### src/rtl/gra_pkg.sv
// shared constants, codes and control types of the grid rectangle allocator
package gra_pkg;

	localparam int ENTRIES     = 32;
	localparam int ENTRY_BITS  = 5;
	localparam int SIDE_MAX    = 16;
	localparam int SIDE_BITS   = 5;
	localparam int X_BITS      = 4;
	localparam int Y_BITS      = 8;
	localparam int CORNER_BITS = 8;
	localparam int CELL_BITS   = 9;
	localparam int IDENT_BITS  = 16;
	localparam int SIZE_BITS   = 5;
	localparam int DIV_STEPS   = 8;
	localparam int DIV_CNT_BITS = 3;

	localparam logic [IDENT_BITS-1:0] IDENT_TOP   = {IDENT_BITS{1'b1}};
	localparam logic [SIDE_BITS-1:0]  SIDE_RESET  = 5'd8;
	localparam logic [SIDE_BITS-1:0]  SIDE_LIMIT  = 5'd16;

	// opcodes
	localparam logic [1:0] OP_ADD    = 2'd0;
	localparam logic [1:0] OP_MOVE   = 2'd1;
	localparam logic [1:0] OP_REMOVE = 2'd2;
	localparam logic [1:0] OP_CHECK  = 2'd3;

	// result status codes
	localparam logic [2:0] ST_OK        = 3'd0;
	localparam logic [2:0] ST_BAD_SIZE  = 3'd1;
	localparam logic [2:0] ST_EXHAUSTED = 3'd2;
	localparam logic [2:0] ST_NO_SPACE  = 3'd3;
	localparam logic [2:0] ST_NOT_FOUND = 3'd4;
	localparam logic [2:0] ST_BAD_PLACE = 3'd5;

	// register indexes
	localparam logic REG_COLUMNS = 1'b0;
	localparam logic REG_ROWS    = 1'b1;

	// commands from controller to datapath
	typedef struct packed {
		logic       req_load;
		logic       ctr_clear;
		logic       ctr_step;
		logic       walk_latch;
		logic       dirty_clear;
		logic       div_start;
		logic       div_step;
		logic       sel_scan;
		logic       commit_add;
		logic       commit_move;
		logic       commit_remove;
		logic       res_load;
		logic       res_ok;
		logic       res_add;
		logic [2:0] res_status;
		logic       out_load;
	} cmd_t;

	// status from datapath to controller
	typedef struct packed {
		logic       dirty;
		logic [1:0] op;
		logic       walk_last;
		logic       div_last;
		logic       size_zero;
		logic       exhausted;
		logic       table_full;
		logic       hit;
		logic       fit;
		logic       scan_end;
		logic       out_free;
	} sts_t;

endpackage

### src/rtl/gra_dp.sv
// datapath: item table, grid registers, counters, divider, overlap test, result
module gra_dp import gra_pkg::*; (
	input  logic                   clk,
	input  logic                   arst_n,
	input  cmd_t                   cmd,
	output sts_t                   sts,
	input  logic [1:0]             in_op,
	input  logic [IDENT_BITS-1:0]  in_ident,
	input  logic [SIZE_BITS-1:0]   in_width,
	input  logic [SIZE_BITS-1:0]   in_height,
	input  logic [CORNER_BITS-1:0] in_corner,
	input  logic                   in_rotate,
	input  logic                   cfg_we,
	input  logic                   cfg_index,
	input  logic [SIDE_BITS-1:0]   cfg_value,
	output logic [SIDE_BITS-1:0]   cfg_rdata_cols,
	output logic [SIDE_BITS-1:0]   cfg_rdata_rows,
	output logic                   out_valid,
	input  logic                   out_ready,
	output logic                   out_accepted,
	output logic [2:0]             out_status,
	output logic [IDENT_BITS-1:0]  out_ident,
	output logic [CORNER_BITS-1:0] out_placed
);

	// grid registers
	logic [SIDE_BITS-1:0] cols_q, rows_q;
	logic                 dirty_q;
	logic [SIDE_BITS-1:0] clamped;
	logic [9:0]           cells_full;
	logic [CELL_BITS-1:0] cells;

	// request
	logic [1:0]             op_q;
	logic [IDENT_BITS-1:0]  ident_q;
	logic [SIZE_BITS-1:0]   rw_q, rh_q;
	logic [CORNER_BITS-1:0] corner_q;
	logic                   rot_q;

	// item table
	logic [ENTRIES-1:0]     ent_valid_q;
	logic [IDENT_BITS-1:0]  ent_ident_q  [ENTRIES];
	logic [CORNER_BITS-1:0] ent_corner_q [ENTRIES];
	logic [SIZE_BITS-1:0]   ent_w_q      [ENTRIES];
	logic [SIZE_BITS-1:0]   ent_h_q      [ENTRIES];
	logic                   ent_rot_q    [ENTRIES];
	logic [X_BITS-1:0]      ent_tx_q     [ENTRIES];
	logic [Y_BITS-1:0]      ent_ty_q     [ENTRIES];
	logic [IDENT_BITS-1:0]  next_ident_q;

	// cell counters and divider
	logic [X_BITS-1:0]       x_q;
	logic [Y_BITS-1:0]       y_q;
	logic [CELL_BITS-1:0]    c_q;
	logic [CORNER_BITS-1:0]  dvd_q, quot_q;
	logic [SIDE_BITS-1:0]    rem_q;
	logic [DIV_CNT_BITS-1:0] div_cnt_q;
	logic [SIDE_BITS:0]      div_trial;
	logic                    div_ge;

	// result and output
	logic                   res_ok_q;
	logic [2:0]             res_status_q;
	logic [IDENT_BITS-1:0]  res_ident_q;
	logic [CORNER_BITS-1:0] res_placed_q;
	logic                   out_valid_q;

	// searches and overlap
	logic                   hit;
	logic [ENTRY_BITS-1:0]  hit_idx;
	logic                   free_any;
	logic [ENTRY_BITS-1:0]  free_idx;
	logic                   next_used;
	logic [X_BITS-1:0]      cand_x;
	logic [Y_BITS-1:0]      cand_y;
	logic [CELL_BITS-1:0]   cand_c;
	logic [SIZE_BITS-1:0]   cand_w, cand_h;
	logic [IDENT_BITS-1:0]  skip_ident;
	logic                   in_bounds;
	logic [ENTRIES-1:0]     lane_hit;
	logic [SIZE_BITS-1:0]   ew, eh;
	logic [SIZE_BITS:0]     ex_end, cx_end;
	logic [Y_BITS:0]        ey_end, cy_end;

	assign cells_full = cols_q * rows_q;
	assign cells = cells_full[CELL_BITS-1:0];
	assign cfg_rdata_cols = cols_q;
	assign cfg_rdata_rows = rows_q;

	// clamp written side to its legal range
	always_comb begin
		if (cfg_value == '0) begin
			clamped = 5'd1;
		end else if (cfg_value > SIDE_LIMIT) begin
			clamped = SIDE_LIMIT;
		end else begin
			clamped = cfg_value;
		end
	end

	// grid registers, coordinate cache dirty flag
	always_ff @(posedge clk or negedge arst_n) begin
		if (!arst_n) begin
			cols_q <= SIDE_RESET;
			rows_q <= SIDE_RESET;
			dirty_q <= 1'b1;
		end else begin
			if (cfg_we) begin
				if (cfg_index == REG_COLUMNS) begin
					cols_q <= clamped;
				end else begin
					rows_q <= clamped;
				end
				dirty_q <= 1'b1;
			end else if (cmd.dirty_clear) begin
				dirty_q <= 1'b0;
			end
		end
	end

	// request capture
	always_ff @(posedge clk) begin
		if (cmd.req_load) begin
			op_q <= in_op;
			ident_q <= in_ident;
			rw_q <= in_width;
			rh_q <= in_height;
			corner_q <= in_corner;
			rot_q <= in_rotate;
		end
	end

	// table searches
	always_comb begin
		hit = 1'b0;
		hit_idx = '0;
		free_any = 1'b0;
		free_idx = '0;
		next_used = 1'b0;
		for (int e = ENTRIES - 1; e >= 0; e--) begin
			if (ent_valid_q[e] && ent_ident_q[e] == ident_q && ident_q != '0) begin
				hit = 1'b1;
				hit_idx = ENTRY_BITS'(e);
			end
			if (!ent_valid_q[e]) begin
				free_any = 1'b1;
				free_idx = ENTRY_BITS'(e);
			end
			if (ent_valid_q[e] && ent_ident_q[e] == next_ident_q) begin
				next_used = 1'b1;
			end
		end
	end

	// candidate rectangle
	always_comb begin
		if (cmd.sel_scan) begin
			cand_x = x_q;
			cand_y = y_q;
			cand_c = c_q;
			cand_w = rw_q;
			cand_h = rh_q;
		end else begin
			cand_x = rem_q[X_BITS-1:0];
			cand_y = quot_q;
			cand_c = {1'b0, corner_q};
			if (op_q == OP_MOVE) begin
				cand_w = rot_q ? ent_h_q[hit_idx] : ent_w_q[hit_idx];
				cand_h = rot_q ? ent_w_q[hit_idx] : ent_h_q[hit_idx];
			end else begin
				cand_w = rot_q ? rh_q : rw_q;
				cand_h = rot_q ? rw_q : rh_q;
			end
		end
		skip_ident = (op_q == OP_ADD) ? '0 : ident_q;
		cx_end = {2'b0, cand_x} + {1'b0, cand_w};
		cy_end = {1'b0, cand_y} + {4'b0, cand_h};
		in_bounds = (cand_c < cells) && cand_w != '0 && cand_h != '0
			&& cx_end <= {1'b0, cols_q} && cy_end <= {4'b0, rows_q};
	end

	// overlap of the candidate with every other stored item
	always_comb begin
		lane_hit = '0;
		ew = '0;
		eh = '0;
		ex_end = '0;
		ey_end = '0;
		for (int e = 0; e < ENTRIES; e++) begin
			ew = ent_rot_q[e] ? ent_h_q[e] : ent_w_q[e];
			eh = ent_rot_q[e] ? ent_w_q[e] : ent_h_q[e];
			ex_end = {2'b0, ent_tx_q[e]} + {1'b0, ew};
			ey_end = {1'b0, ent_ty_q[e]} + {4'b0, eh};
			lane_hit[e] = ent_valid_q[e] && ent_ident_q[e] != skip_ident
				&& {1'b0, ent_corner_q[e]} < cells
				&& {2'b0, cand_x} < ex_end && {2'b0, ent_tx_q[e]} < cx_end
				&& {1'b0, cand_y} < ey_end && {1'b0, ent_ty_q[e]} < cy_end;
		end
	end

	// table valid bits and identifier counter
	always_ff @(posedge clk or negedge arst_n) begin
		if (!arst_n) begin
			ent_valid_q <= '0;
			next_ident_q <= 16'd1;
		end else begin
			if (cmd.commit_add) begin
				ent_valid_q[free_idx] <= 1'b1;
				next_ident_q <= next_ident_q + 16'd1;
			end else if (cmd.commit_remove) begin
				ent_valid_q[hit_idx] <= 1'b0;
			end
		end
	end

	// table payload and cached coordinates
	always_ff @(posedge clk) begin
		if (cmd.walk_latch) begin
			for (int e = 0; e < ENTRIES; e++) begin
				if (ent_corner_q[e] == c_q[CORNER_BITS-1:0]) begin
					ent_tx_q[e] <= x_q;
					ent_ty_q[e] <= y_q;
				end
			end
		end
		if (cmd.commit_add) begin
			ent_ident_q[free_idx] <= next_ident_q;
			ent_corner_q[free_idx] <= c_q[CORNER_BITS-1:0];
			ent_w_q[free_idx] <= rw_q;
			ent_h_q[free_idx] <= rh_q;
			ent_rot_q[free_idx] <= 1'b0;
			ent_tx_q[free_idx] <= x_q;
			ent_ty_q[free_idx] <= y_q;
		end
		if (cmd.commit_move) begin
			ent_corner_q[hit_idx] <= corner_q;
			ent_rot_q[hit_idx] <= rot_q;
			ent_tx_q[hit_idx] <= rem_q[X_BITS-1:0];
			ent_ty_q[hit_idx] <= quot_q;
		end
	end

	// row-major cell counters
	always_ff @(posedge clk) begin
		if (cmd.ctr_clear) begin
			x_q <= '0;
			y_q <= '0;
			c_q <= '0;
		end else if (cmd.ctr_step) begin
			c_q <= c_q + 9'd1;
			if ({1'b0, x_q} == cols_q - 5'd1) begin
				x_q <= '0;
				y_q <= y_q + 8'd1;
			end else begin
				x_q <= x_q + 4'd1;
			end
		end
	end

	// corner divided by column count, one quotient bit a cycle
	assign div_trial = {rem_q, dvd_q[CORNER_BITS-1]};
	assign div_ge = div_trial >= {1'b0, cols_q};

	always_ff @(posedge clk) begin
		if (cmd.div_start) begin
			dvd_q <= corner_q;
			rem_q <= '0;
			quot_q <= '0;
			div_cnt_q <= '0;
		end else if (cmd.div_step) begin
			dvd_q <= {dvd_q[CORNER_BITS-2:0], 1'b0};
			rem_q <= div_ge ? SIDE_BITS'(div_trial - {1'b0, cols_q})
				: div_trial[SIDE_BITS-1:0];
			quot_q <= {quot_q[CORNER_BITS-2:0], div_ge};
			div_cnt_q <= div_cnt_q + 3'd1;
		end
	end

	// result register
	always_ff @(posedge clk) begin
		if (cmd.res_load) begin
			res_ok_q <= cmd.res_ok;
			res_status_q <= cmd.res_status;
			res_ident_q <= cmd.res_add ? next_ident_q : '0;
			res_placed_q <= cmd.res_add ? c_q[CORNER_BITS-1:0] : corner_q;
		end
	end

	// output register
	always_ff @(posedge clk or negedge arst_n) begin
		if (!arst_n) begin
			out_valid_q <= 1'b0;
		end else if (cmd.out_load) begin
			out_valid_q <= 1'b1;
		end else if (out_ready) begin
			out_valid_q <= 1'b0;
		end
	end

	always_ff @(posedge clk) begin
		if (cmd.out_load) begin
			out_accepted <= res_ok_q;
			out_status <= res_status_q;
			out_ident <= res_ident_q;
			out_placed <= res_placed_q;
		end
	end

	assign out_valid = out_valid_q;

	// status to controller
	always_comb begin
		sts.dirty = dirty_q;
		sts.op = op_q;
		sts.walk_last = (c_q[CORNER_BITS-1:0] == {CORNER_BITS{1'b1}});
		sts.div_last = (div_cnt_q == DIV_CNT_BITS'(DIV_STEPS - 1));
		sts.size_zero = (rw_q == '0) || (rh_q == '0);
		sts.exhausted = (next_ident_q == '0) || (next_ident_q >= IDENT_TOP) || next_used;
		sts.table_full = !free_any;
		sts.hit = hit;
		sts.fit = in_bounds && (lane_hit == '0);
		sts.scan_end = (c_q >= cells);
		sts.out_free = !out_valid_q || out_ready;
	end

endmodule

### config.mk
export PLATFORM = sky130hd
export DESIGN_NAME = gra_dp
export DESIGN_NICKNAME = d
export VERILOG_FILES = /design/src/rtl/gra_pkg.sv /design/src/rtl/gra_dp.sv
export SDC_FILE = /design/constraint.sdc
export NUM_CORES = 2
export LEC_CHECK = 0
export BUFFER_PORTS_ARGS = -buffer_cell sky130_fd_sc_hd__buf_2
export CAP_MARGIN = 20
export CORE_ASPECT_RATIO = 1.4
export CORE_MARGIN = 3
export CORE_UTILIZATION = 55
export CTS_BUF_LIST = sky130_fd_sc_hd__clkbuf_8
export CTS_CLUSTER_SIZE = 14
export DETAILED_ROUTE_END_ITERATION = 8
export GPL_TIMING_DRIVEN = 1
export PLACE_DENSITY = 0.71
export SLEW_MARGIN = 15
export SYNTH_ARGS = -nofsm -noshare
export SYNTH_HDL_FRONTEND = slang
export SYNTH_SLANG_ARGS = --single-unit
### constraint.sdc
create_clock -name clk -period 18.95 [get_ports clk]
set_input_delay 0.9475 -clock clk [delete_from_list [all_inputs] [get_ports clk]]
set_output_delay 0.9475 -clock clk [all_outputs]
set_load 0.02 [all_outputs]
# --- Word-level counts from Yosys, hierarchy flattened ---
# Memories as Yosys holds them, arrays and structs flattened.
# Cells that the tools add are included.
totals:
  register_bits: 198
  ramBits: 1504
  mem_count: 7
  output_inout_bits: 51
mem_list:
  columns: ["name", "words", "word_bits", "read_ports", "rd_clocked_by_memory_dff", "write_ports", "line_no", "text"]
  rows:
  - ["ent_ident_q", 32, 16, 32, 0, 1, "gra_dp.sv:42", "logic [IDENT_BITS-1:0] ent_ident_q [ENTRIES];"]
  - ["ent_corner_q", 32, 8, 32, 0, 2, "gra_dp.sv:43", "logic [CORNER_BITS-1:0] ent_corner_q [ENTRIES];"]
  - ["ent_ty_q", 32, 8, 32, 0, 34, "gra_dp.sv:48", "logic [Y_BITS-1:0] ent_ty_q [ENTRIES];"]
  - ["ent_h_q", 32, 5, 33, 0, 1, "gra_dp.sv:45", "logic [SIZE_BITS-1:0] ent_h_q [ENTRIES];"]
  - ["ent_w_q", 32, 5, 33, 0, 1, "gra_dp.sv:44", "logic [SIZE_BITS-1:0] ent_w_q [ENTRIES];"]
  - ["ent_tx_q", 32, 4, 32, 0, 34, "gra_dp.sv:47", "logic [X_BITS-1:0] ent_tx_q [ENTRIES];"]
  - ["1 more memories", null, null, null, null, null, null, null]
op_classes:
  addsub: 73
  reduce_logical: 317
  n_mux: 353
  n_lt_le_gt_ge: 171
  n_bitwise: 4
  eq_ne: 132
  mul: 1
ops:
  columns: ["cell", "count"]
  rows:
  - ["$eq 16x16->1", 64]
  - ["$lt 8x9->1", 96]
  - ["$mux 5", 139]
  - ["$ne 16x16->1", 32]
  - ["$lt 4x6->1", 64]
  - ["$add 8x5->9", 33]
  - ["$logic_and 1x1->1", 295]
  - ["$eq 8x8->1", 32]
  - ["$mux 1", 202]
  - ["$add 4x5->6", 33]
  - ["$mux 32", 2]
  - ["$and 32x32->32", 1]
  - ["$logic_not 32->1", 1]
  - ["$mux 8", 4]
  - ["$not 32->32", 1]
  - ["$or 32x32->32", 1]
  - ["$add 16x1->16 const B", 1]
  - ["$ge 16x16->1 const B", 1]
  - ["$logic_not 16->1", 1]
  - ["$mux 16", 1]
  - ["$reduce_bool 16->1", 1]
  - ["$logic_not 5->1", 3]
  - ["$lt 5x6->1 const B", 2]
  - ["$demux 1 s5", 2]
  - ["27 further kinds", 39]

# --- Longest topological paths before layout ---
# An unclocked memory read counts as a cell.
logic_depth:
  ltp_word: 46
  ltp_mapped: 42
  depth_no_buf: 34

# --- Least setup slack after synthesis ---
# OpenSTA, ideal clock, no wires.
synth_timing:
  path_type: "reg2out"
  from: "register ident_q[2]"
  to: "output port sts[2] in the netlist's numbering"
  arrival_ns: 8.431
  path_buffers: 5
  slack_ns: 9.572
  path_stages_with_launch: 36
  path_cell_list: "edfxtp_1 buf_4 buf_4 xnor2_1 nand2_1 or3b_2 or4_1 nand3b_1 o211ai_1 o311a_1 buf_6 buf_6 buf_6 mux2i_1 o22ai_1 a211oi_1 nand2_1 a211o_1 mux2i_1 a21oi_1 ha_1 a21o_1 a21oi_1 o21bai_1 a21oi_1 nor2_1 xnor2_1 ha_1 a21oi_1 o2111ai_1 a211o_1 o2111ai_1 or4_1 nor4_1 o41a_1 o2111a_1"
synth_lines:
  columns: ["element", "line_no", "text"]
  rows:
  - ["from (decl)", "gra_dp.sv:35", "logic [IDENT_BITS-1:0] ident_q;"]
  - ["from (signal assigned)", "gra_dp.sv:125", "ident_q <= in_ident;"]
  - ["to (decl)", "gra_dp.sv:6", "output sts_t sts,"]

==> out/qor.yml <==
run_status:
  status: "completed"
cts:
  cts-resized-gates: 0
  clock-sinks: 1702
  hold_buffers: 0
  clock_path_buffers: 4
  root_buffer: "clkbuf_8"
  cts_max_level: 5
  path_clk_slew_ns: 0.06
  cts_tree: "yes"
  cts_made_buffers: 292
  clock_latency_ns: 1.07
  cts_setup_buffers: 0
grt:
  grt_pass1_wl_um: 765000
  grt_pass1_vias: 99100
  grt_max_degree: 61
  antenna_found_initial: 51
  grt-ovfl-total: 0
  grt_use_total: 0.470
setup_path:
  worst-setup-path-type: "reg -> out"
  required_ns: 18.00
  crit_slowest_cell: "a311oi_1"
  slowest_delay_ns: 1.00
  crit_fanout: 47
  end_kind: "output pin"
  crit_arrival_ns: 14.19
  cp_common_cell: "a21oi_1"
  worst_setup_path_start_kind: "flip-flop"
layout:
  fillCellCount: 18500
  final_nets: 12800
  final_layout_size_suffix_gt1_frac: 0.158
  syn2layout_area_growth_pct: 8.91
timing:
  skew_ns: 0.0883
  min_period_over_period: 0.799
  tightestPinTransition_ns: 1.38
  setup_viol: 0
  drv_slew: 0
  finalSetupTns_ns: 0
  fmax_mhz: 66.0
  slew_headroom: 0.0694
  fin_crit_ns: 15.14
  worst_slack_ns: 3.81
  hold_viol: 0
  rsz0062_at_grt: "false"
synth:
  synth-edff-count: 1605
  yosysWarnings: 0
  synthesis.area_mm2: 0.124
  synth_most_common_cell: "edfxtp_1"
  ys_types: 101
  avgSynthCellArea_um2: 11.0
  syn_nets: 12600
  synthArstFlopShare: 0.0353
  yosys.area.top_type: "edfxtp_1"
  synth-seq-cells: 1702
  synth_seq_area_share: 0.406
  synth_cells: 11300
  synth_area_leaders: "edfxtp_1, ha_1, xnor2_1, mux2_2, xor2_1"
  netlist.area_leader.share: 0.388
  synthTopCellsByCount: "edfxtp_1, xnor2_1, ha_1, nand2_1, mux2_2"
  synth_ff_type: "edfxtp_1"
place:
  hpwl_um: 403000
  place_congestion: 1.11
  io_buffer_count: 115
  place_ws_ns: 5.42
route:
  vias_per_cell: 6.87
  vias: 101000
  ant_nets: 0
  wl_per_cell_um: 38.0
  first_pass_iters: 7
  remaining_drc_errors: 0
  wl_um: 559000
  drt_iter0_drc: 12800
min_path:
  hold_path.class: "in -> async"
pwr:
  vdd_drop_max_mv: 0.130
  leakagePower_nw: 52.7
  power_mw: 12.0
  power_density_mw_per_mm2: 88.8
die:
  num_rows: 205
  initial_core_util: 0.555
  die_w_um: 408
  dieArea_mm2: 0.232
  num_io_pins: 116
  fp.dieH_um: 568
  core-area_mm2: 0.224
flow_run:
  max-cap-violations: 0
cell usage in the layout (no fill, tap or decap), types with 179 or more instances in the layout:
| master | n |
|---|---|
| a21o_1 | 201 |
| a21oi_1 | 403 |
| buf_4 | 365 |
| clkbuf_8 | 317 |
| edfxtp_1 | 1605 |
| ha_1 | 1154 |
| inv_1 | 286 |
| mux2_2 | 776 |
| nand2_1 | 852 |
| nand2b_1 | 192 |
| nand3_1 | 179 |
| nand4_1 | 321 |
| nor2_1 | 286 |
| nor4_1 | 254 |
| o21a_1 | 278 |
| o21ai_0 | 401 |
| xnor2_1 | 1349 |
| xor2_1 | 708 |
routing by layer:
layer / up-vias / GRT usage / part of all wire
met5: - / 0 / 0.00054
met4: 44 / 0.451 / 0.12
met3: 2592 / 0.129 / 0.11
met2: 7005 / 0.728 / 0.44
met1: 49600 / 0.520 / 0.33
li1: 41900 / - / -
state kept, by name, indices dropped and copies added (netlist names), 8 cells and up:
| signal | cells |
|---|---|
| ent_h_q | 160 |
| y_q | 8 |
| ent_ty_q | 256 |
| quot_q | 8 |
| res_placed_q | 8 |
| ent_corner_q | 256 |
| c_q | 9 |
| res_ident_q | 16 |
| out_ident | 16 |
| ent_w_q | 160 |
| ent_rot_q | 32 |
| corner_q | 8 |
| ident_q | 16 |
| next_ident_q | 16 |
| ent_ident_q | 512 |
| out_placed | 8 |
| ent_valid_q | 32 |
| ent_tx_q | 128 |
| dvd_q | 8 |
final timing paths:
kind                            slack, ns   startpoint                 to  depth (start not counted)
worst max-delay path                 3.81  ident_q[13]             sts[2]                         36
worst min-delay path                 0.04       arst_n  cfg_rdata_rows[4]                          1
worst max register to register      11.15  ident_q[13]     ent_ty_q[6][2]                         18
worst min register to register       0.42     res_ok_q       out_accepted                          0
max in group asynchronous           18.10       arst_n    next_ident_q[7]                          1
min in group clk                     0.05     in_op[0]            op_q[0]                          1
worst max-delay path: cells and delay by family, from the launching register on:
family	cells	cell delay (ns)
muxes	2	0.72
and+or+nand+nor	7	2.24
AOI/OAI and AO/OA	15	5.73
buffers and inverters	7	2.55
adders and majority gates	4	0.92
DFF	1	0.53
xor gates and xnor gates	1	0.24
layout make-up:
class,instances,area [µm²],area share
Antenna cell,37,92.6,0.000685
Inverter,229,860,0.00636
Sequential cell,1702,50600,0.374
Tap cell,3001,3750,0.0278
Multi-Input combinational cell,8761,70800,0.524
Clock inverter,186,1190,0.00882
Timing Repair Buffer,494,3610,0.0267
Clock buffer,317,4360,0.0323
stage by stage:
| stage | instances | instance area [µm²] | hold slack [ns] | util |
|---|---|---|---|---|
| after global routing | 14700 | 135000 | 0.0395 | 0.604 |
| after detailed placement | 14200 | 129000 | 0.405 | 0.579 |
| after CTS | 14700 | 135000 | 0.0249 | 0.604 |
| after global placement | 14200 | 129000 | 0.401 | 0.579 |
| final | 14700 | 135000 | 0.0373 | 0.605 |
| after floorplan | 11300 | 124000 | 0.400 | - |
report_power, final:
| group | switching [mW] | internal (mW) |
|---|---|---|
| combinational | 2.44 | 1.31 |
| clock | 1.69 | 1.73 |
| sequential | 0.375 | 4.47 |
cells by family (layout without fill, tap and decap cells):
kind of cell             count (synthesis)  in the layout  synth area share
AO/OA/AOI/OAI                         1833           1833            0.0968
buffers and inverters                  822           1226            0.0268
other                                    0             37                 0
XOR/XNOR                              2065           2065             0.146
adder cells (fa/ha/maj)               1284           1284             0.133
flip-flops                            1702           1702             0.406
AND/OR/NAND/NOR                       2677           2677             0.111
multiplexers                           902            902            0.0807
Note: power is estimated with default switching activity, not from simulation.
