[config.mk]
export PLATFORM = sky130hd
export DESIGN_NAME = gra_ctrl
export DESIGN_NICKNAME = d
export VERILOG_FILES = /design/src/rtl/gra_pkg.sv /design/src/rtl/gra_ctrl.sv
export SDC_FILE = /design/constraint.sdc
export NUM_CORES = 1
export LEC_CHECK = 0
export ABC_CLOCK_PERIOD_IN_PS = 1250
export BUFFER_PORTS_ARGS = -buffer_cell sky130_fd_sc_hd__buf_2
export CAP_MARGIN = 20
export CORE_UTILIZATION = 39
export CTS_BUF_LIST = sky130_fd_sc_hd__clkbuf_4 sky130_fd_sc_hd__clkbuf_8 sky130_fd_sc_hd__clkbuf_16
export CTS_CLUSTER_DIAMETER = 200
export CTS_CLUSTER_SIZE = 16
export DETAILED_ROUTE_END_ITERATION = 6
export HOLD_SLACK_MARGIN = 0.05
export PLACE_DENSITY = 0.84
export SYNTH_ARGS = -nofsm -noshare
export SYNTH_HDL_FRONTEND = slang
export SYNTH_SLANG_ARGS = --single-unit
[constraint.sdc]
create_clock -name clk -period 1.25 [get_ports clk]
set_input_delay 0.0625 -clock clk [delete_from_list [all_inputs] [get_ports clk]]
set_output_delay 0.0625 -clock clk [all_outputs]
set_load 0.05 [all_outputs]
[src/rtl/gra_pkg.sv]
// shared constants, codes and control types of the grid rectangle allocator
package gra_pkg;

	localparam int ENTRIES     = 32;
	localparam int ENTRY_BITS  = 5;
	localparam int SIDE_MAX    = 16;
	localparam int SIDE_BITS   = 5;
	localparam int X_BITS      = 4;
	localparam int Y_BITS      = 8;
	localparam int CORNER_BITS = 8;
	localparam int CELL_BITS   = 9;
	localparam int IDENT_BITS  = 16;
	localparam int SIZE_BITS   = 5;
	localparam int DIV_STEPS   = 8;
	localparam int DIV_CNT_BITS = 3;

	localparam logic [IDENT_BITS-1:0] IDENT_TOP   = {IDENT_BITS{1'b1}};
	localparam logic [SIDE_BITS-1:0]  SIDE_RESET  = 5'd8;
	localparam logic [SIDE_BITS-1:0]  SIDE_LIMIT  = 5'd16;

	// opcodes
	localparam logic [1:0] OP_ADD    = 2'd0;
	localparam logic [1:0] OP_MOVE   = 2'd1;
	localparam logic [1:0] OP_REMOVE = 2'd2;
	localparam logic [1:0] OP_CHECK  = 2'd3;

	// result status codes
	localparam logic [2:0] ST_OK        = 3'd0;
	localparam logic [2:0] ST_BAD_SIZE  = 3'd1;
	localparam logic [2:0] ST_EXHAUSTED = 3'd2;
	localparam logic [2:0] ST_NO_SPACE  = 3'd3;
	localparam logic [2:0] ST_NOT_FOUND = 3'd4;
	localparam logic [2:0] ST_BAD_PLACE = 3'd5;

	// register indexes
	localparam logic REG_COLUMNS = 1'b0;
	localparam logic REG_ROWS    = 1'b1;

	// commands from controller to datapath
	typedef struct packed {
		logic       req_load;
		logic       ctr_clear;
		logic       ctr_step;
		logic       walk_latch;
		logic       dirty_clear;
		logic       div_start;
		logic       div_step;
		logic       sel_scan;
		logic       commit_add;
		logic       commit_move;
		logic       commit_remove;
		logic       res_load;
		logic       res_ok;
		logic       res_add;
		logic [2:0] res_status;
		logic       out_load;
	} cmd_t;

	// status from datapath to controller
	typedef struct packed {
		logic       dirty;
		logic [1:0] op;
		logic       walk_last;
		logic       div_last;
		logic       size_zero;
		logic       exhausted;
		logic       table_full;
		logic       hit;
		logic       fit;
		logic       scan_end;
		logic       out_free;
	} sts_t;

endpackage

[src/rtl/gra_ctrl.sv]
// sequencing state machine of the grid rectangle allocator
module gra_ctrl import gra_pkg::*; (
	input  logic clk,
	input  logic arst_n,
	input  logic in_valid,
	output logic in_ready,
	input  sts_t sts,
	output cmd_t cmd
);

	localparam logic [2:0] S_IDLE   = 3'd0;
	localparam logic [2:0] S_WALK   = 3'd1;
	localparam logic [2:0] S_PREP   = 3'd2;
	localparam logic [2:0] S_SCAN   = 3'd3;
	localparam logic [2:0] S_DIV    = 3'd4;
	localparam logic [2:0] S_FIT    = 3'd5;
	localparam logic [2:0] S_FINISH = 3'd6;

	logic [2:0] state_q;
	logic [2:0] state_d;

	assign in_ready = (state_q == S_IDLE);

	// next state and commands
	always_comb begin
		state_d = state_q;
		cmd = '0;
		unique case (state_q)
			S_IDLE: begin
				if (in_valid) begin
					cmd.req_load = 1'b1;
					cmd.ctr_clear = 1'b1;
					state_d = sts.dirty ? S_WALK : S_PREP;
				end
			end
			S_WALK: begin
				cmd.walk_latch = 1'b1;
				cmd.ctr_step = 1'b1;
				if (sts.walk_last) begin
					cmd.dirty_clear = 1'b1;
					state_d = S_PREP;
				end
			end
			S_PREP: begin
				cmd.ctr_clear = 1'b1;
				state_d = S_FINISH;
				unique case (sts.op)
					OP_ADD: begin
						if (sts.size_zero) begin
							cmd.res_load = 1'b1;
							cmd.res_status = ST_BAD_SIZE;
						end else if (sts.exhausted) begin
							cmd.res_load = 1'b1;
							cmd.res_status = ST_EXHAUSTED;
						end else if (sts.table_full) begin
							cmd.res_load = 1'b1;
							cmd.res_status = ST_NO_SPACE;
						end else begin
							state_d = S_SCAN;
						end
					end
					OP_MOVE: begin
						if (!sts.hit) begin
							cmd.res_load = 1'b1;
							cmd.res_status = ST_NOT_FOUND;
						end else begin
							cmd.div_start = 1'b1;
							state_d = S_DIV;
						end
					end
					OP_REMOVE: begin
						cmd.res_load = 1'b1;
						if (!sts.hit) begin
							cmd.res_status = ST_NOT_FOUND;
						end else begin
							cmd.commit_remove = 1'b1;
							cmd.res_ok = 1'b1;
							cmd.res_status = ST_OK;
						end
					end
					default: begin
						if (sts.size_zero) begin
							cmd.res_load = 1'b1;
							cmd.res_status = ST_BAD_SIZE;
						end else begin
							cmd.div_start = 1'b1;
							state_d = S_DIV;
						end
					end
				endcase
			end
			S_SCAN: begin
				cmd.sel_scan = 1'b1;
				if (sts.scan_end) begin
					cmd.res_load = 1'b1;
					cmd.res_status = ST_NO_SPACE;
					state_d = S_FINISH;
				end else if (sts.fit) begin
					cmd.commit_add = 1'b1;
					cmd.res_load = 1'b1;
					cmd.res_ok = 1'b1;
					cmd.res_add = 1'b1;
					cmd.res_status = ST_OK;
					state_d = S_FINISH;
				end else begin
					cmd.ctr_step = 1'b1;
				end
			end
			S_DIV: begin
				cmd.div_step = 1'b1;
				if (sts.div_last) begin
					state_d = S_FIT;
				end
			end
			S_FIT: begin
				cmd.res_load = 1'b1;
				state_d = S_FINISH;
				if (sts.fit) begin
					cmd.res_ok = 1'b1;
					cmd.res_status = ST_OK;
					cmd.commit_move = (sts.op == OP_MOVE);
				end else begin
					cmd.res_status = ST_BAD_PLACE;
				end
			end
			S_FINISH: begin
				if (sts.out_free) begin
					cmd.out_load = 1'b1;
					state_d = S_IDLE;
				end
			end
			default: begin
				state_d = S_IDLE;
			end
		endcase
	end

	// state register
	always_ff @(posedge clk or negedge arst_n) begin
		if (!arst_n) begin
			state_q <= S_IDLE;
		end else begin
			state_q <= state_d;
		end
	end

endmodule

==> results.md, run 1 <==
* Initial Util at approximately 44%
* Asr flop ratio synth at 100%
* PortBufs at 33
* Stop stage: global routing
* Post-DP HPWL at between 1.5 and 2 mm
* Status: stopped before the end
* H-tree depth at 1
* Largest net degree at the start of global routing at 10
* Boundary Pins at 34
* Post-synthesis area per instance at around 7.2 µm²
* Dominant register cell in the synthesized netlist: dfrtp_1
* Root buffer cell: clkbuf_4
* Distinct cells, synth at 34
* Sequential cell area fraction in the yosys report at 12.3%
* Clk sinks at 3
* GP Congestion at roughly 0.92
* Yosys Warn Count at 0
* Synth Instances at 85
* Place WS at -224 ps
* TritonCTS buffer count at 3
* Error: [ERROR DPL-0038] Utilization greater than 100%, impossible to legalize
* Post-synth EDFFs at 0
* GRT worst endpoint: cmd[13]
* Floorplan row count at 13
* Clock buffer depth at 2
* Post-Syn Area at ~610 µm²
* Die Width at 41.6 µm
* Post-Synthesis Net Count at approximately 100
* Die height at between 40 and 50 µm
* FF+latch count, synth at 3
* Worst-path end type: top-level output
per-stage QoR:
step           instances  TNS [ps]  cell area (µm²)  hold slack, ps
3_5_place_dp         145     -1900             1020            -139
4_1_cts              155     -4020             1260             160
2_1_floorplan         85     -1300              752            -233
3_3_place_gp         145     -1390             1020            -140
repair_timing:
item	4_1_cts
hold buffers	1
gates resized for setup	50
setup buffers	5
setup endpoints to repair	22
hold endpoints to repair	3
pin swaps	9
kinds of logic after synthesis:
logic type	count (synthesis)	share of synthesized area [%]
and+or+nand+nor	42	38.3
DFF	3	12.3
adders and majority gates	4	8.20
buffers and inverters	11	9.43
AOI/OAI and AO/OA	25	31.8
Yosys cell counts, types with 2 or more instances:
cell type | count | area share [%]
a31o_2 | 2 | 2.9
nor2_1 | 12 | 7.4
nor3b_1 | 3 | 3.7
a21oi_1 | 6 | 4.9
buf_2 | 4 | 3.3
ha_1 | 4 | 8.2
nand2_1 | 4 | 2.5
nand3_1 | 3 | 2.5
nor3_1 | 3 | 2.5
inv_1 | 4 | 2.5
o21ai_0 | 6 | 4.9
nand2b_1 | 4 | 4.1
or2b_1 | 2 | 2.5
dfrtp_1 | 3 | 12
o22ai_1 | 2 | 2.0
and3_1 | 2 | 2.0
and2_1 | 4 | 4.1
==> run 2, diff against run 1 <==
- ABC_CLOCK_PERIOD_IN_PS: 1250 -> 1600
- CORE_AREA: default -> 2 2 63 65
- CORE_UTILIZATION: 39 -> default
- CTS_BUF_LIST: sky130_fd_sc_hd__clkbuf_4 sky130_fd_sc_hd__clkbuf_8 sky130_fd_sc_hd__clkbuf_16 -> default
- CTS_CLUSTER_DIAMETER: 200 -> default
- CTS_CLUSTER_SIZE: 16 -> default
- DIE_AREA: default -> 0 0 65 67
- HOLD_SLACK_MARGIN: 0.05 -> default
- PLACE_DENSITY: 0.84 -> default
- PLACE_DENSITY_LB_ADDON: default -> 0.15
- clock period: 1.25 -> 1.6 ns (I/O delays scaled with it)
==> results.md, run 2 <==
* Status: complete, no violations
* Post-Syn Area at 611 µm² (unchanged)
* Crit path DAT at ~1500 ps
* Sequential power share at under 10%
* Worst skew pair latency at around 210 ps
* Post-Synthesis Net Count at 104 (unchanged)
* RSZ-0062 raised after global routing: yes
* Initial Util at 16.9% (-27 points)
* Ant. Diodes at 0
* Synth Instances at 85 (unchanged)
* Post-synthesis compound-gate area fraction at 31.8% (unchanged)
* Top-area cell type share of the netlist area at 12.3% (unchanged)
* Worst reg-to-reg setup slack at between 200 and 250 ps
* Post-synthesis simple-gate area fraction at 38.3% (unchanged)
* Part of the cycle the worst path needs at 97.9%
* P_int at ~0.85 mW
* H-tree depth at 1 (unchanged)
* Synth Area in Adders at 8.20% (unchanged)
* Clk pin slew, worst setup/hold paths at approximately 30 ps
* Cell Pwr Density at 1810 mW/mm²
* Place WS at 110 ps (+334 ps)
* Sequential cell area fraction in the yosys report at 12.3% (unchanged)
* Slew HR at around four fifths
* Fin. max-slew vios at 0
* Yosys Warn Count at 0 (unchanged)
* Core area at 0.00361 mm²
* Initial antenna violation count at 0
* Root buffer cell: clkbuf_8
* Top cells by area, synth: dfrtp_1, ha_1, nor2_1, a21oi_1, o21ai_0
* Asr flop ratio synth at 100% (unchanged)
* Leakage power at 0.478 nW
* Drt pass-1 iters at 4
* Maximum clock frequency at between 0.6 and 0.7 GHz
* Vias in the first global route at 700
* GRT overflow at 0
* Synth cell count leaders: nor2_1, a21oi_1, o21ai_0
* GP Congestion at 0.696 (-25%)
* Dominant register cell in the synthesized netlist: dfrtp_1
* TritonCTS clock tree: done
* Top-count cell post-synth: nor2_1
* Area occupied by multi-input gates at about 550 µm²
* Fillers at approximately 410
* Wirelength per Cell at 11.3 µm
* Setup violations, final at 0
* Wirelength, routed at 1.95 mm
* Largest register by flop count: state_q
* Die Width at 65 µm (+56%)
* Largest registers: state_q (3)
* Max-cap check violation count at 0
* Hold slack at roughly 200 ps
* Boundary Pins at 34 (unchanged)
* Largest family of logic cells by synthesized area: simple AND/OR/NAND/NOR gates
* Fin nets at around 150
* GR Util All Layers at 9.44%
* Critical Path Start Type: flip-flop
* Sequential cell area at just under 80 µm²
* Design Power at between 1.5 and 2 mW
* Worst Max-Slew Pin Slew at ~330 ps
* Synthesized-area fraction occupied by xor and xnor cells at 0% (unchanged)
* Post-synth EDFFs at 0 (unchanged)
* Routed Antenna Nets at 0
* Dominant cell type by area after synthesis: dfrtp_1
* Fin crit period at approximately 1600 ps
* Combinational fraction of design power at roughly 80%
* Final worst-path setup slack at 33.0 ps
* Post-DP HPWL at 1.63 mm (-4.2%)
* Post-synthesis area per instance at 7.18 µm² (unchanged)
* Clock buffer depth at 2 (unchanged)
* Reg2Reg Depth at 5
* Crit path kind: flip-flop to output pin
* Die height at 67 µm (+61%)
* DR vias/cell at 4.29
* Sw Share at 54.7%
* P_sw at 1.03 mW
* Required @ worst endpoint at roughly 1500 ps
* TritonCTS buffer count at 3 (unchanged)
* Setup TNS at 0 ps
* Layout Utilization at between 20 and 30%
* Die Area at about 0.0044 mm²
* Layout cells sized above 1 at a little over half
* Clock power share at between 10% and 20%
* FF+latch count, synth at 3 (unchanged)
* Initial drt markers at 33
* Crit. End Element: output pin
* Largest net degree at the start of global routing at 14
* Worst vdd rail ir drop at approximately 320 µV
* Distinct cells, synth at 34 (unchanged)
* Via count at 743
* Max FFs per register at 3
* CP Max Fanout at 7
* PortBufs at 33 (unchanged)
* Commonest non-fill, non-tap cell in the layout: buf_2
* Worst Skew at between 2 and 3 ps
* Commonest cells after routing, fill and taps aside: buf_2, nor2_1, buf_4, a21oi_1, buf_6
* Area delta synth->final at 69.9%
* Fraction of synthesized area in multiplexers at 0% (unchanged)
* First-pass GRT wire length at roughly 3.1 mm
* # DRC at 0
* Clk sinks at 3 (unchanged)
* Worst min path class: primary input to async pin
* Final hold violations at 0
* Floorplan row count at 22 (+9)
-- run 2: cell counts after synthesis --
No cell type changed its count.
-- run 2: final cells by class --
type	instances	share of cell area [%]
well taps	48	5.79
inverters	5	1.81
repair buffers	42	27.9
clock buffers	4	4.34
flip-flops and latches	3	7.48
multi-input cells	71	52.7
-- run 2: critical path: stages (launching register included) --
cell,delay (ps)
dfrtp_2,440
nor3b_4,330
nand2_2,110
a21oi_2,130
a21o_1,120
buf_6,150
-- run 2: path summary, 6_finish.rpt --
kind	startpoint	end
max reg2reg	state_q[2]$_DFFE_PN0P_	state_q[1]$_DFFE_PN0P_
max in group asynchronous	arst_n	state_q[2]$_DFFE_PN0P_
min	arst_n	state_q[0]$_DFFE_PN0P_
min reg2reg	state_q[2]$_DFFE_PN0P_	state_q[2]$_DFFE_PN0P_
max	state_q[2]$_DFFE_PN0P_	cmd[6]
min in group clk	sts[0]	state_q[2]$_DFFE_PN0P_
-- run 2: power by group through the flow --
stage / combinational (mW) / clock [mW] / sequential [mW]
after floorplan: 1.10 / 0 / 0.137
after global placement: 1.33 / 0 / 0.164
after detailed placement: 1.33 / 0 / 0.164
after CTS: 1.39 / 0.225 / 0.164
after global routing: 1.60 / 0.238 / 0.173
final: 1.49 / 0.219 / 0.170
-- run 2: repair_timing --
item | 4_1_cts | 5_1_grt
gates resized for setup | 13 | 14
endpoints found under the setup margin | 9 | 12
pin swaps | 1 | 2
setup buffers | 0 | 4
hold buffers | 1 | 0
endpoints found under the hold margin | 3 | 0
-- run 2: kinds of logic (layout without fill, tap and decap cells) --
kind of cell | count (synthesis) | in the layout
adder cells (fa/ha/maj) | 4 | 4
AO/OA/AOI/OAI | 25 | 25
AND/OR/NAND/NOR | 42 | 42
buffers and inverters | 11 | 51
flip-flops | 3 | 3
-- run 2: per-layer routing --
| metal | up-vias | share of wire [%] | GRT usage (%) |
|---|---|---|---|
| met3 | 0 | 2.6 | 1.52 |
| met5 | - | 0 | 0 |
| met4 | 0 | 0 | 4.79 |
| met2 | 14 | 52 | 16.8 |
| li1 | 387 | - | - |
| met1 | 342 | 45 | 10.9 |
-- run 2: metrics by stage --
| stage | cells | area (µm²) |
|---|---|---|
| final | 173 | 1040 |
| after global routing | 173 | 1040 |
| after CTS | 169 | 965 |
| after detailed placement | 164 | 872 |
| after global placement | 164 | 872 |
| after floorplan | 85 | 656 |
(Power assumes the default switching activity.)
==> run 3, diff against run 2 <==
- CELL_PAD_IN_SITES_DETAIL_PLACEMENT: default -> 0
- CELL_PAD_IN_SITES_GLOBAL_PLACEMENT: default -> 2
==> results.md, run 3 (same netlist as run 2, synthesis figures left out) <==
* Crit. End Element: output pin
* DR vias/cell at 4.40 (+2.4%)
* Worst Max-Slew Pin Slew at 291 ps (-38.4 ps)
* Initial antenna violation count at 0 (unchanged)
* RSZ-0062 raised after global routing: yes
* Cell Pwr Density at 1840 mW/mm² (+1.8%)
* Required @ worst endpoint at 1520 ps (about the same)
* CP Max Fanout at 8 (+1)
* Boundary Pins at 34 (unchanged)
* CP top delay family: simple AND/OR/NAND/NOR gates
* Max FFs per register at 3 (unchanged)
* Maximum clock frequency at 0.637 GHz (-0.26%)
* H-tree depth at 1 (unchanged)
* Worst vdd rail ir drop at 420 µV (+30%)
* CP max stage delay at 450 ps (about the same)
* Vias in the first global route at 780 (+11%)
* Max-cap check violation count at 0 (unchanged)
* Root buffer cell: clkbuf_8
* Floorplan row count at 22 (unchanged)
* Via count at 761 (+2.4%)
* Worst skew pair latency at 210 ps (about the same)
* Wl on met1 at 958 µm (+9.5%)
* Area delta synth->final at 68.4%
* Final hold violations at 0 (unchanged)
* Part of the cycle the worst path needs at 98.2% (+0.25 points)
* Largest register by flop count: state_q
* TritonCTS buffer count at 3 (unchanged)
* First-pass GRT wire length at 3.57 mm (+14%)
* Crit path kind: flip-flop to output pin
* Slew HR at 80.6% (+2.6 points)
* Initial drt markers at 27 (-18%)
* Clk sinks at 3 (unchanged)
* Place WS at 106 ps (-3.20 ps)
* Worst Skew at 2.16 ps (-0.724 ps)
* CP Cell Sequence: nor3b_4 > nand3_1 > o21ai_2 > buf_6
* Design Power at 1.89 mW (+0.91%)
* Largest registers: state_q (3)
* Critical Path Start Type: flip-flop
* Wirelength, routed at 2.15 mm (+10%)
* Die Width at 65 µm (unchanged)
* Worst min path class: primary input to async pin
* PortBufs at 33 (unchanged)
* Clk pin slew, worst setup/hold paths at 30 ps (about the same)
* Setup violations, final at 0 (unchanged)
* Slowest CP cell: dfrtp_2
* TritonCTS clock tree: done
* Fin nets at 145 (unchanged)
* Leakage power at 0.474 nW (-0.75%)
* Clock buffer depth at 2 (unchanged)
* GR Util All Layers at 10.3% (+0.85 points)
* GP Congestion at 0.764 (+9.8%)
* Reg2Reg Depth at 6 (+1)
* Post-DP HPWL at 1.78 mm (+9.4%)
* Fin. max-slew vios at 0 (unchanged)
* Hold slack at 193 ps (-6.25 ps)
* GRT overflow at 0 (unchanged)
* # DRC at 0 (unchanged)
* Commonest non-fill, non-tap cell in the layout: buf_2
* Drt pass-1 iters at 4 (unchanged)
* Ant. Diodes at 0 (unchanged)
* Final worst-path setup slack at 29.0 ps (-4.05 ps)
* CP startpoint: state_q[2]$_DFFE_PN0P_
* Crit. path cell count at 4 (-1)
* Max layer used: met3
* Critical R2R Launch: state_q[2]$_DFFE_PN0P_
* Die height at 67 µm (unchanged)
* Largest net degree at the start of global routing at 12 (-2)
* Fin crit period at 1570 ps (+4.05 ps)
* Status: complete, no violations
* Worst Path Buf+Inv at 1 (unchanged)
* Die Area at 0.00436 mm² (unchanged)
* Wire length on met2 at 982 µm (-3.9%)
* Wirelength per Cell at 12.4 µm (+10%)
* Layout cells sized above 1 at 55.2% (+0.80 points)
* Core area at 0.00361 mm² (unchanged)
* Commonest cells after routing, fill and taps aside: buf_2, nor2_1, buf_4, a21oi_1
* Crit path DAT at 1490 ps (about the same)
* Routed Antenna Nets at 0 (unchanged)
* Initial Util at 16.9% (unchanged)
* Metal3 WL at 204 µm (+310%)
## run 3: power breakdown
part           internal (mW)  switching (mW)
Sequential             0.118          0.0658
Clock                  0.170          0.0455
Combinational          0.564           0.932
Total                  0.851            1.04
## run 3: worst paths after layout
check | to | slack (ps)
max | cmd[2] | 30
min | state_q[0]$_DFFE_PN0P_ | 190
max reg2reg | state_q[0]$_DFFE_PN0P_ | 140
min reg2reg | state_q[2]$_DFFE_PN0P_ | 700
max in group asynchronous | state_q[2]$_DFFE_PN0P_ | 1290
min in group clk | state_q[0]$_DFFE_PN0P_ | 260
## run 3: layer usage
layer	global-route usage, %	up-vias
li1	-	385
met1	13.4	346
met2	17.7	30
met3	3.21	0
met4	0	0
met5	0	-
## run 3: final cells by class
type	instances	area [µm²]
clock buffers	4	45.0
fillers	405	2580
inverters	5	18.8
repair buffers	42	280
well taps	48	60.1
multi-input cells	71	547
flip-flops and latches	3	77.6
## run 3: through the flow
step | utilization [%] | cell area [µm²] | TNS, ps | instances
3_3_place_gp | 24.6 | 887 | 0 | 166
4_1_cts | 26.8 | 967 | 0 | 171
5_1_grt | 28.5 | 1030 | -325 | 173
6_report | 28.5 | 1030 | 0 | 173
2_1_floorplan | - | 656 | -248 | 85
3_5_place_dp | 24.6 | 887 | 0 | 166
## run 3: timing repair
item / 4_1_cts / 5_1_grt
hold endpoints to repair: 3 / 0
endpoints found under the setup margin: 10 / 10
gates resized for setup: 11 / 13
setup buffers: 0 / 2
hold buffers: 1 / 0
pin swaps: 0 / 3
==> run 4, diff against run 3 <==
- CAP_MARGIN: 20 -> default
- CELL_PAD_IN_SITES_DETAIL_PLACEMENT: 0 -> 1
- SETUP_SLACK_MARGIN: default -> 0.2
==> results.md, run 4 (same netlist as run 2, synthesis figures left out) <==
* Max FFs per register at 3 (unchanged)
* Cell Pwr Density at 1840 mW/mm² (-0.32%)
* TritonCTS clock tree: done
* Layout cells sized above 1 at 63.6% (+8.4 points)
* # DRC at 0 (unchanged)
* Required @ worst endpoint at 1520 ps (about the same)
* Worst min path class: primary input to async pin
* Largest registers: state_q (3)
* Post-DP HPWL at 1.74 mm (-2.3%)
* Worst Max-Slew Pin Slew at 305 ps (+13.5 ps)
* GRT overflow at 0 (unchanged)
* Area delta synth->final at 108%
* Status: complete, no violations
* Worst Skew at 0.740 ps (-1.42 ps)
* Place WS at 96.8 ps (-9.55 ps)
* Largest register by flop count: state_q
* Initial drt markers at 8 (-70%)
* Clock power share at 9.4% (-2.0 points)
* Commonest non-fill, non-tap cell in the layout: buf_6
* First-pass GRT wire length at 3.67 mm (+2.7%)
* Sequential power share at 7.6% (-2.1 points)
* Wirelength, routed at 2.19 mm (+1.9%)
* Cell area after layout at 0.00127 mm² (+23%)
* Worst vdd rail ir drop at 719 µV (+71%)
* Root buffer cell: clkbuf_8
* Clk pin slew, worst setup/hold paths at 30 ps (about the same)
* Floorplan row count at 22 (unchanged)
* Sw Share at 49.9% (-5.2 points)
* Fin. max-slew vios at 0 (unchanged)
* Area occupied by multi-input gates at 623 µm² (+14%)
* GP Congestion at 0.684 (-10%)
* Design Power at 2.33 mW (+23%)
* Ant. Diodes at 0 (unchanged)
* P_int at 1.17 mW (+37%)
* Sequential cell area at 77.6 µm² (unchanged)
* Die Area at 0.00436 mm² (unchanged)
* Combinational fraction of design power at 83.1% (+4.1 points)
* Final hold violations at 0 (unchanged)
* TritonCTS buffer count at 3 (unchanged)
* Final worst-path setup slack at 30.1 ps (+1.14 ps)
* Dpl cell area at 930 µm² (+4.8%)
* Critical Path Start Type: flip-flop
* Wirelength per Cell at 12.1 µm (-2.1%)
* Max-cap check violation count at 0 (unchanged)
* Die Width at 65 µm (unchanged)
* Routed Antenna Nets at 0 (unchanged)
* Maximum clock frequency at 0.637 GHz (about the same)
* Initial antenna violation count at 0 (unchanged)
* Largest net degree at the start of global routing at 15 (+3)
* Initial Util at 16.9% (unchanged)
* Part of the cycle the worst path needs at 98.1% (about the same)
* Fillers at 431 (+6.4%)
* Crit path kind: flip-flop to output pin
* Slew HR at 79.7% (-0.92 points)
* CP Max Fanout at 7 (-1)
* Via count at 765 (+0.53%)
* Commonest cells after routing, fill and taps aside: buf_6, buf_2, buf_4, nor2_1, buf_8
* Drt pass-1 iters at 3 (-1)
* Clk sinks at 3 (unchanged)
* Worst skew pair latency at 210 ps (about the same)
* Fin crit period at 1570 ps (-1.14 ps)
* P_sw at 1.16 mW (+11%)
* Boundary Pins at 34 (unchanged)
* Leakage power at 0.550 nW (+16%)
* Crit. End Element: output pin
* Die height at 67 µm (unchanged)
* Setup violations, final at 0 (unchanged)
* H-tree depth at 1 (unchanged)
* Clock buffer depth at 2 (unchanged)
* GR Util All Layers at 10.7% (+0.39 points)
* Crit path DAT at 1490 ps (about the same)
* Fin nets at 152 (+4.8%)
* RSZ-0062 raised after global routing: yes
* Core area at 0.00361 mm² (unchanged)
* DR vias/cell at 4.25 (-3.4%)
* Vias in the first global route at 809 (+3.7%)
* PortBufs at 33 (unchanged)
-- run 4: area by class of cell --
class                   instances  share of cell area (%)
multi-input cells              71                    49.1
flip-flops and latches          3                    6.11
well taps                      48                    4.73
clock buffers                   4                    3.55
inverters                       5                    1.48
repair buffers                 49                    35.0
-- run 4: per-layer routing --
layer	part of all wire, %	global-route usage [%]
met1	45	14.3
met2	50	17.5
met3	4.4	1.69
met4	0.64	3.19
met5	0	0
-- run 4: timing repair --
action                     4_1_cts  5_1_grt
cloned                           0        0
hold endpoints to repair         3        0
pin swaps                        7        7
hold buffers                     1        0
gates resized for setup         44       20
buffers inserted                 8        2
setup endpoints to repair       21       22
-- run 4: path summary, 6_finish.rpt --
| kind | start | endpoint | slack, ps | cells after the start |
|---|---|---|---|---|
| worst max-delay path | state_q[2]$_DFFE_PN0P_ | cmd[5] | 30 | 4 |
| worst min-delay path | arst_n | state_q[1]$_DFFE_PN0P_ | 180 | 2 |
| worst max register to register | state_q[2]$_DFFE_PN0P_ | state_q[1]$_DFFE_PN0P_ | 140 | 6 |
| worst min register to register | state_q[2]$_DFFE_PN0P_ | state_q[2]$_DFFE_PN0P_ | 680 | 2 |
| max in group asynchronous | arst_n | state_q[0]$_DFFE_PN0P_ | 1300 | 2 |
| min in group clk | sts[8] | state_q[0]$_DFFE_PN0P_ | 270 | 4 |
-- run 4: per-stage QoR --
stage	setup TNS, ps	util, %	hold WS [ps]	std cells
floorplan	0	-	-216	85
global placement	0	25.8	-122	165
detailed placement	0	25.8	-123	165
CTS	0	32.7	180	178
global route	-151	35.2	195	180
finish	0	35.2	183	180
-- run 4: worst max-delay path, cell delays in order, from the launching register on --
cell	delay, ps
dfrtp_2	440
nor3b_4	320
and3_4	280
a31o_4	100
buf_8	130
-- run 4: power groups by stage --
stage | sequential [mW] | clock [mW] | combinational [mW]
after global placement | 0.176 | 0 | 1.42
after global routing | 0.183 | 0.238 | 2.07
after floorplan | 0.140 | 0 | 1.19
after CTS | 0.173 | 0.225 | 1.76
after detailed placement | 0.180 | 0 | 1.42
final | 0.176 | 0.218 | 1.94
